## src/hdl/assert_macros.svh

```systemverilog
// Assertion helper macros for the PWM serializer RTL.
// Compiled out when SYNTHESIS is defined.
`ifndef ASSERT_MACROS_SVH
`define ASSERT_MACROS_SVH

`ifndef SYNTHESIS

`define ASSERT_ALWAYS(lbl, clk, rst_n, expr) \
  lbl: assert property (@(posedge clk) disable iff (!rst_n) (expr)) \
    else $error("assertion failed: lbl");

`define ASSERT_NEXT(lbl, clk, rst_n, ante, cons) \
  lbl: assert property (@(posedge clk) disable iff (!rst_n) (ante) |=> (cons)) \
    else $error("assertion failed: lbl");

`else

`define ASSERT_ALWAYS(lbl, clk, rst_n, expr)
`define ASSERT_NEXT(lbl, clk, rst_n, ante, cons)

`endif

`endif

```

## src/hdl/mcps_pkg.sv

```systemverilog
// Shared types and constants for the multi-channel PWM serializer.
// No dependencies.
`default_nettype none

package mcps_pkg;

  localparam int CHANNELS = 8;
  localparam int CH_W     = (CHANNELS > 1) ? $clog2(CHANNELS) : 1;
  localparam int PAT_W    = 8;
  localparam int POS_W    = 3;

  localparam logic [7:0] TOP_RESET = 8'd100;
  localparam logic [POS_W-1:0] POS_FIRST = 3'd7;
  localparam logic [POS_W-1:0] POS_LAST  = 3'd0;

  localparam logic MODE_SET  = 1'b0;
  localparam logic MODE_TICK = 1'b1;

  // pattern queue between front and back; depth must be a power of two
  localparam int QDEPTH = 4;
  localparam int QPTR_W = $clog2(QDEPTH);
  localparam int QCNT_W = $clog2(QDEPTH + 1);

  typedef struct packed {
    logic       mode;
    logic [7:0] channel;
    logic [7:0] duty;
  } in_item_t;

  typedef struct packed {
    logic             serial_bit;
    logic [POS_W-1:0] bit_position;
    logic [PAT_W-1:0] pattern;
    logic             last;
  } out_item_t;

  typedef struct packed {
    logic full;
    logic empty;
  } q_status_t;

endpackage

`default_nettype wire

```

## src/hdl/mcps_front.sv

```systemverilog
// Front end: duty writes, period stepping and pattern update per tick.
// Depends on mcps_pkg.
`default_nettype none

module mcps_front
  import mcps_pkg::*;
(
  input  wire logic             clk,
  input  wire logic             rst_n,
  input  wire logic             cfg_we,
  input  wire logic [7:0]       cfg_data,
  input  wire logic             req_valid,
  input  wire in_item_t         req,
  input  wire q_status_t        q_stat,
  output logic                  req_ready,
  output logic                  q_push,
  output logic [PAT_W-1:0]      q_data
);

  logic [7:0]       top_r;
  logic [7:0]       step_r, step_nxt;
  logic [PAT_W-1:0] pattern_r, pattern_nxt;
  logic [PAT_W-1:0] mask_r;
  logic [7:0]       active_r  [CHANNELS];
  logic [7:0]       pending_r [CHANNELS];

  logic             accept, is_tick, is_set, reload;
  logic [PAT_W-1:0] clr_mask;
  logic [CH_W-1:0]  ch_idx;

  assign req_ready = !q_stat.full;
  assign accept    = req_valid && req_ready;
  assign is_tick   = accept && (req.mode == MODE_TICK);
  assign is_set    = accept && (req.mode == MODE_SET) && (req.channel < 8'(CHANNELS));
  assign ch_idx    = req.channel[CH_W-1:0];
  assign reload    = (step_r == top_r);

  always_comb begin
    clr_mask = '0;
    for (int k = 0; k < CHANNELS; k++) begin
      if (step_r == active_r[k]) clr_mask[k] = 1'b1;
    end
    pattern_nxt = reload ? mask_r : (pattern_r & ~clr_mask);
    step_nxt    = reload ? 8'd1 : step_r + 8'd1;
  end

  assign q_push = is_tick;
  assign q_data = pattern_nxt;

  always_ff @(posedge clk) begin
    if (!rst_n) begin
      top_r     <= TOP_RESET;
      step_r    <= '0;
      pattern_r <= '0;
      mask_r    <= '0;
      for (int k = 0; k < CHANNELS; k++) begin
        active_r[k]  <= '0;
        pending_r[k] <= '0;
      end
    end else begin
      if (cfg_we) top_r <= cfg_data;
      if (is_set) begin
        pending_r[ch_idx] <= req.duty;
        mask_r[ch_idx]    <= (req.duty != 8'd0);
      end
      if (is_tick) begin
        step_r    <= step_nxt;
        pattern_r <= pattern_nxt;
        if (reload) begin
          for (int k = 0; k < CHANNELS; k++) active_r[k] <= pending_r[k];
        end
      end
    end
  end

  `include "assert_macros.svh"

  // a reload restarts the period at step one
  `ASSERT_NEXT(a_reload_step, clk, rst_n, is_tick && reload, step_r == 8'd1)
  // a duty write never touches the step counter
  `ASSERT_NEXT(a_set_keeps_step, clk, rst_n, accept && !is_tick && !cfg_we,
               $stable(step_r) && $stable(pattern_r))

endmodule

`default_nettype wire

```

## src/hdl/mcps_queue.sv

```systemverilog
// Short pattern queue that decouples the front end from the serializer.
// Depends on mcps_pkg.
`default_nettype none

module mcps_queue
  import mcps_pkg::*;
(
  input  wire logic             clk,
  input  wire logic             rst_n,
  input  wire logic             push,
  input  wire logic [PAT_W-1:0] wr_data,
  input  wire logic             pop,
  output logic [PAT_W-1:0]      rd_data,
  output q_status_t             stat
);

  logic [PAT_W-1:0]  mem_r [QDEPTH];
  logic [QPTR_W-1:0] wr_ptr_r, rd_ptr_r;
  logic [QCNT_W-1:0] cnt_r;
  logic              do_push, do_pop;

  assign stat.full  = (cnt_r == QCNT_W'(QDEPTH));
  assign stat.empty = (cnt_r == '0);
  assign do_push    = push && !stat.full;
  assign do_pop     = pop && !stat.empty;
  assign rd_data    = mem_r[rd_ptr_r];

  always_ff @(posedge clk) begin
    if (do_push) mem_r[wr_ptr_r] <= wr_data;
  end

  always_ff @(posedge clk) begin
    if (!rst_n) begin
      wr_ptr_r <= '0;
      rd_ptr_r <= '0;
      cnt_r    <= '0;
    end else begin
      if (do_push) wr_ptr_r <= wr_ptr_r + 1'b1;
      if (do_pop)  rd_ptr_r <= rd_ptr_r + 1'b1;
      case ({do_push, do_pop})
        2'b10:   cnt_r <= cnt_r + 1'b1;
        2'b01:   cnt_r <= cnt_r - 1'b1;
        default: cnt_r <= cnt_r;
      endcase
    end
  end

  `include "assert_macros.svh"

  `ASSERT_ALWAYS(a_cnt_range, clk, rst_n, cnt_r <= QCNT_W'(QDEPTH))
  // fill level tracks the pointer distance
  `ASSERT_ALWAYS(a_ptr_cnt, clk, rst_n,
                 QPTR_W'(wr_ptr_r - rd_ptr_r) == cnt_r[QPTR_W-1:0])

endmodule

`default_nettype wire

```

## src/hdl/mcps_back.sv

```systemverilog
// Back end: shifts each queued pattern out as eight results, MSB first.
// Depends on mcps_pkg.
`default_nettype none

module mcps_back
  import mcps_pkg::*;
(
  input  wire logic             clk,
  input  wire logic             rst_n,
  input  wire q_status_t        q_stat,
  input  wire logic [PAT_W-1:0] q_data,
  output logic                  q_pop,
  input  wire logic             out_pop,
  output logic                  out_empty,
  output out_item_t             out_data
);

  logic             valid_r;
  logic [PAT_W-1:0] pattern_r;
  logic [POS_W-1:0] pos_r;
  logic             taken, load;

  assign taken = out_pop && valid_r;
  assign load  = !q_stat.empty && (!valid_r || (taken && pos_r == POS_LAST));
  assign q_pop = load;

  assign out_empty             = !valid_r;
  assign out_data.serial_bit   = pattern_r[pos_r];
  assign out_data.bit_position = pos_r;
  assign out_data.pattern      = pattern_r;
  assign out_data.last         = (pos_r == POS_LAST);

  always_ff @(posedge clk) begin
    if (load) pattern_r <= q_data;
  end

  always_ff @(posedge clk) begin
    if (!rst_n) begin
      valid_r <= 1'b0;
      pos_r   <= POS_FIRST;
    end else if (load) begin
      valid_r <= 1'b1;
      pos_r   <= POS_FIRST;
    end else if (taken) begin
      if (pos_r == POS_LAST) valid_r <= 1'b0;
      else pos_r <= pos_r - 1'b1;
    end
  end

  `include "assert_macros.svh"

  // mid-pattern request steps one bit down without reloading
  `ASSERT_NEXT(a_pos_step, clk, rst_n, taken && pos_r != POS_LAST,
               valid_r && pos_r == $past(pos_r) - 1'b1 && $stable(pattern_r))

endmodule

`default_nettype wire

```

## src/hdl/multi_channel_pwm_serializer.sv

```systemverilog
// Top level of the eight-channel PWM serializer.
// Depends on mcps_pkg, mcps_front, mcps_queue and mcps_back.
`default_nettype none

// Eight-channel PWM with double-buffered duties, serialized for an external
// shift register with output latch. A duty write (mode 0) gives no result;
// channels of CHANNELS or more are dropped. A tick (mode 1) is taken by the
// front end and yields eight results, MSB first, one per cycle from the
// serializer while out_pop is held; the 4-entry pattern queue absorbs
// bursts of up to four ticks ahead of the serializer. last marks bit 0,
// after which the external latch should update.
// period_top (reset 100) may be written only while the block is idle.
module multi_channel_pwm_serializer
  import mcps_pkg::*;
(
  input  wire logic       clk,
  input  wire logic       rst_n,
  input  wire logic       in_push,
  output logic            in_full,
  input  wire in_item_t   in_data,
  output logic            out_empty,
  input  wire logic       out_pop,
  output out_item_t       out_data,
  input  wire logic       cfg_we,
  input  wire logic [7:0] cfg_data
);

  q_status_t        q_stat;
  logic             q_push, q_pop, req_ready;
  logic [PAT_W-1:0] q_wr_data, q_rd_data;

  assign in_full = !req_ready;

  mcps_front u_front (
    .clk       (clk),
    .rst_n     (rst_n),
    .cfg_we    (cfg_we),
    .cfg_data  (cfg_data),
    .req_valid (in_push),
    .req       (in_data),
    .q_stat    (q_stat),
    .req_ready (req_ready),
    .q_push    (q_push),
    .q_data    (q_wr_data)
  );

  mcps_queue u_queue (
    .clk     (clk),
    .rst_n   (rst_n),
    .push    (q_push),
    .wr_data (q_wr_data),
    .pop     (q_pop),
    .rd_data (q_rd_data),
    .stat    (q_stat)
  );

  mcps_back u_back (
    .clk       (clk),
    .rst_n     (rst_n),
    .q_stat    (q_stat),
    .q_data    (q_rd_data),
    .q_pop     (q_pop),
    .out_pop   (out_pop),
    .out_empty (out_empty),
    .out_data  (out_data)
  );

endmodule

`default_nettype wire
```

## config.mk

```make
export PLATFORM = sky130hd
export DESIGN_NAME = multi_channel_pwm_serializer
export DESIGN_NICKNAME = d
export VERILOG_FILES = /design/src/hdl/mcps_pkg.sv /design/src/hdl/mcps_front.sv /design/src/hdl/mcps_queue.sv /design/src/hdl/mcps_back.sv /design/src/hdl/multi_channel_pwm_serializer.sv
export VERILOG_INCLUDE_DIRS = /design/src /design/src/hdl
export SDC_FILE = /design/constraint.sdc
export NUM_CORES = 1
export LEC_CHECK = 0
export BUFFER_PORTS_ARGS = -buffer_cell sky130_fd_sc_hd__buf_4
export CORE_MARGIN = 8
export CORE_UTILIZATION = 35
export DETAILED_ROUTE_END_ITERATION = 10
export SYNTH_ARGS = -nofsm -noshare
export SYNTH_HDL_FRONTEND = slang
export SYNTH_SLANG_ARGS = --single-unit
```

## constraint.sdc

```tcl
create_clock -name clk -period 3.2 [get_ports clk]
set_clock_uncertainty 0.05 [all_clocks]
set_input_delay 0.32 -clock clk [delete_from_list [all_inputs] [get_ports clk]]
set_output_delay 0.32 -clock clk [all_outputs]
set_load 0.02 [all_outputs]
```

==> flow_summary.ini <==
[sta]
timing.setup.tns_ps = 0
tightest_slew_ps = 731
grt_setup_unrepaired = false
hold_viol_final = 0
period_needed_ps = 2580
timing.fmax_mhz = 388
worst_hold_slack_ps = 24.0
finalSetupViolations = 0
post-route-period-util = 0.805
slew_viol_final = 0
relSlewSlack = 0.509

[drt]
via_per_inst = 4.79
routedWlPerCell_um = 17.4
final_antenna_net_count = 0
drt_first_pass_iters = 6
drtIter0Drc = 254
drc_errors = 0
num_vias = 5189
wirelength_um = 18800

[setup_path]
start_kind = flop
path_cells = nor3b_2, nor2_1, inv_2, ha_1, inv_1, fa_1, xor2_1, or3_1, a21boi_0
end_kind = flop
path_class = reg2reg
rrSetupSlack_ps = 620
slowest_delay_ps = 370
r2r_end = u_queue.cnt_r[2]
rr_startpoint = u_queue.cnt_r[0]
crit_fanout = 19
worstPathRequired_ps = 3580
r2r_cells = 9
arrival_ps = 2950
slowest_stage = fa_1

[logic_synthesis]
synth-async-reset-ratio = 0
synth_cell_types = 51
synth_area_leader_cell = edfxtp_1
synth_flop_cell = edfxtp_1
ys_seq_elements = 211
synth_cells = 676
synth_nets = 715
synth-edff-count = 168
ys_top_cells_by_area = edfxtp_1 55%, dfxtp_1 9.3%, xor2_1 6.7%
synth_area_um2 = 9240
ys_warn_count = 0
synth_seq_area_share = 0.639
avgSynthCellArea_um2 = 13.7
synth_top_area_share = 0.546

[cells_and_area]
n_fill_cell = 2420
diodes = 0
area_growth_pct = 16.7
fin_nets = 771
drive_gt1_frac = 0.163

[die]
die_area_um2 = 31900
die_x_um = 179
rows = 59
die_y_um = 179
ios = 45
start_util = 0.356
core_area_um2 = 26000

[clock_tree]
cts_tree = yes
cts_buffers = 23
path_clk_slew_ps = 60
postCtsSetupBuffers = 0
cts.sinks = 211
clock_latency_ps = 510
cts.path.max_buffers = 3
cts_root_buf = clkbuf_16
cts_max_level = 1

[placed_design]
gp_congestion = 0.748
port_buffers = 44
dp_hpwl_um = 11800

[hold_path]
worstHoldStart = cfg_data[1]
hold_class = in2reg
hold_depth = 3
whs_endpoint = u_front.top_r[1]

[global_route]
grt_use_total = 0.119
grt_overflow_total = 0
grt_pass1_wl_um = 29300
antenna_found_initial = 0
first_global_vias = 5213
grt_max_degree = 110

[power]
seqPwrFrac = 0.483
clock_power_share = 0.390
pwr-share-comb = 0.127
leakage_nw = 4.32
power_density_nw_per_um2 = 630
switching_share = 0.247
p_int_mw = 5.12
power_switching_mw = 1.68
peakVddDrop_v = 0.000484

[status]
outcome = finished clean

[flow_run]
drv_cap = 0
[power groups by stage]
stage / Sequential [mW] / Clock (mW) / Combinational [mW]
4_1_cts: 3.29 / 2.71 / 0.884
6_report: 3.28 / 2.65 / 0.865
2_1_floorplan: 3.36 / 0 / 0.518
3_3_place_gp: 3.34 / 0 / 0.866
5_1_grt: 3.31 / 2.80 / 0.960
3_5_place_dp: 3.35 / 0 / 0.876
[critical path, delay by kind of cell, from the launching register on]
kind                     cells  cell delay [ps]
buffers and inverters        2              350
adder cells (fa/ha/maj)      2              620
AND/OR/NAND/NOR              3              800
flip-flops                   1              350
XOR/XNOR                     1              160
AO/OA/AOI/OAI                1              180
[cells in the mapped netlist (9+ instances only)]
library cell and number:
edfxtp_1 168, and2_1 89, xor2_1 71, and3_1 57, dfxtp_1 43, nand2_1 27, nor4_1 23, buf_2 16
clkbuf_1 16, mux2i_1 16, nor2_1 14, xnor2_1 12, a21oi_1 10, mux4_2 10, inv_1 9, o21ai_0 9
[cells in the final DEF, fill, tap and decap left out, types with 5 or more instances in the layout]
master,count
and3_1,57
ha_1,8
nor2b_1,7
nor3b_1,6
mux2i_1,16
xnor2_1,12
nor2_1,14
nand2_1,26
nor4_1,23
nor3_1,5
a311o_1,8
clkbuf_16,23
dfxtp_1,43
edfxtp_1,168
inv_1,9
and2_1,89
buf_4,62
a21oi_1,10
xor2_1,71
mux4_2,10
a22o_1,8
o21ai_0,9
[logic make-up after synthesis]
kind of cell / Yosys count / share of synthesized area
muxes: 27 / 0.0429
xor gates and xnor gates: 84 / 0.0804
and+or+nand+nor: 257 / 0.170
buffers and inverters: 46 / 0.0225
DFF: 211 / 0.639
adders and majority gates: 9 / 0.0130
AOI/OAI and AO/OA: 42 / 0.0319
[flip-flops by register name, indices dropped and copies added, names as in the netlist, 8 cells and up]
signal and flops:
u_front.top_r 8, u_back.pattern_r 8, u_front.mask_r 8, u_front.step_r 8, u_front.pattern_r 8, u_front.pending_r 64
u_queue.mem_r 32, u_front.active_r 64
[final cells by class]
| cell class | count | area, um^2 | area share |
|---|---|---|---|
| timing repair buffer | 67 | 536 | 0.0496 |
| clock inverter | 15 | 168 | 0.0155 |
| inverter | 10 | 37.5 | 0.00348 |
| tap | 335 | 419 | 0.0388 |
| multi-input combinational | 419 | 3130 | 0.290 |
| clock buffer | 27 | 591 | 0.0547 |
| sequential | 211 | 5910 | 0.547 |
[what timing repair did]
action                                  4_1_cts  5_1_grt
hold buffers                                  3        0
endpoints found under the setup margin        0        0
hold endpoints to repair                      3        0
resized for setup                             0        0
[layer usage]
layer,routed length [um],vias to the layer above,global-route usage
met5,0,-,0
met4,474,0,0.0372
met3,715,34,0.0220
met2,9330,85,0.210
met1,8310,2509,0.146
li1,-,2561,-
[stage by stage]
stage / instance area [um^2] / instances / setup slack [ps] / utilization / total power, mW
finish: 10800 / 1084 / 624 / 0.415 / 6.79
global route: 10800 / 1084 / 440 / 0.415 / 7.07
CTS: 10800 / 1084 / 644 / 0.415 / 6.89
detailed placement: 10000 / 1039 / 679 / 0.385 / 4.22
global placement: 10000 / 1039 / 763 / 0.385 / 4.21
floorplan: 9240 / 676 / 4.78 / - / 3.88
[how the worst max path moves through the flow]
stage / slack, ps / cells after the start / startpoint / endpoint
CTS: 640 / 9 / u_queue.cnt_r[0] / u_queue.cnt_r[2]
floorplan: 5 / 7 / u_front.step_r[7] / u_front.active_r[0][0]
global route: 440 / 9 / u_queue.cnt_r[2] / u_queue.cnt_r[2]
global placement: 760 / 6 / in_data[11] / u_front.pending_r[0][6]
finish: 620 / 9 / u_queue.cnt_r[0] / u_queue.cnt_r[2]
detailed placement: 680 / 9 / u_queue.cnt_r[0] / u_queue.cnt_r[2]
Note: power is estimated with default switching activity, not from simulation.
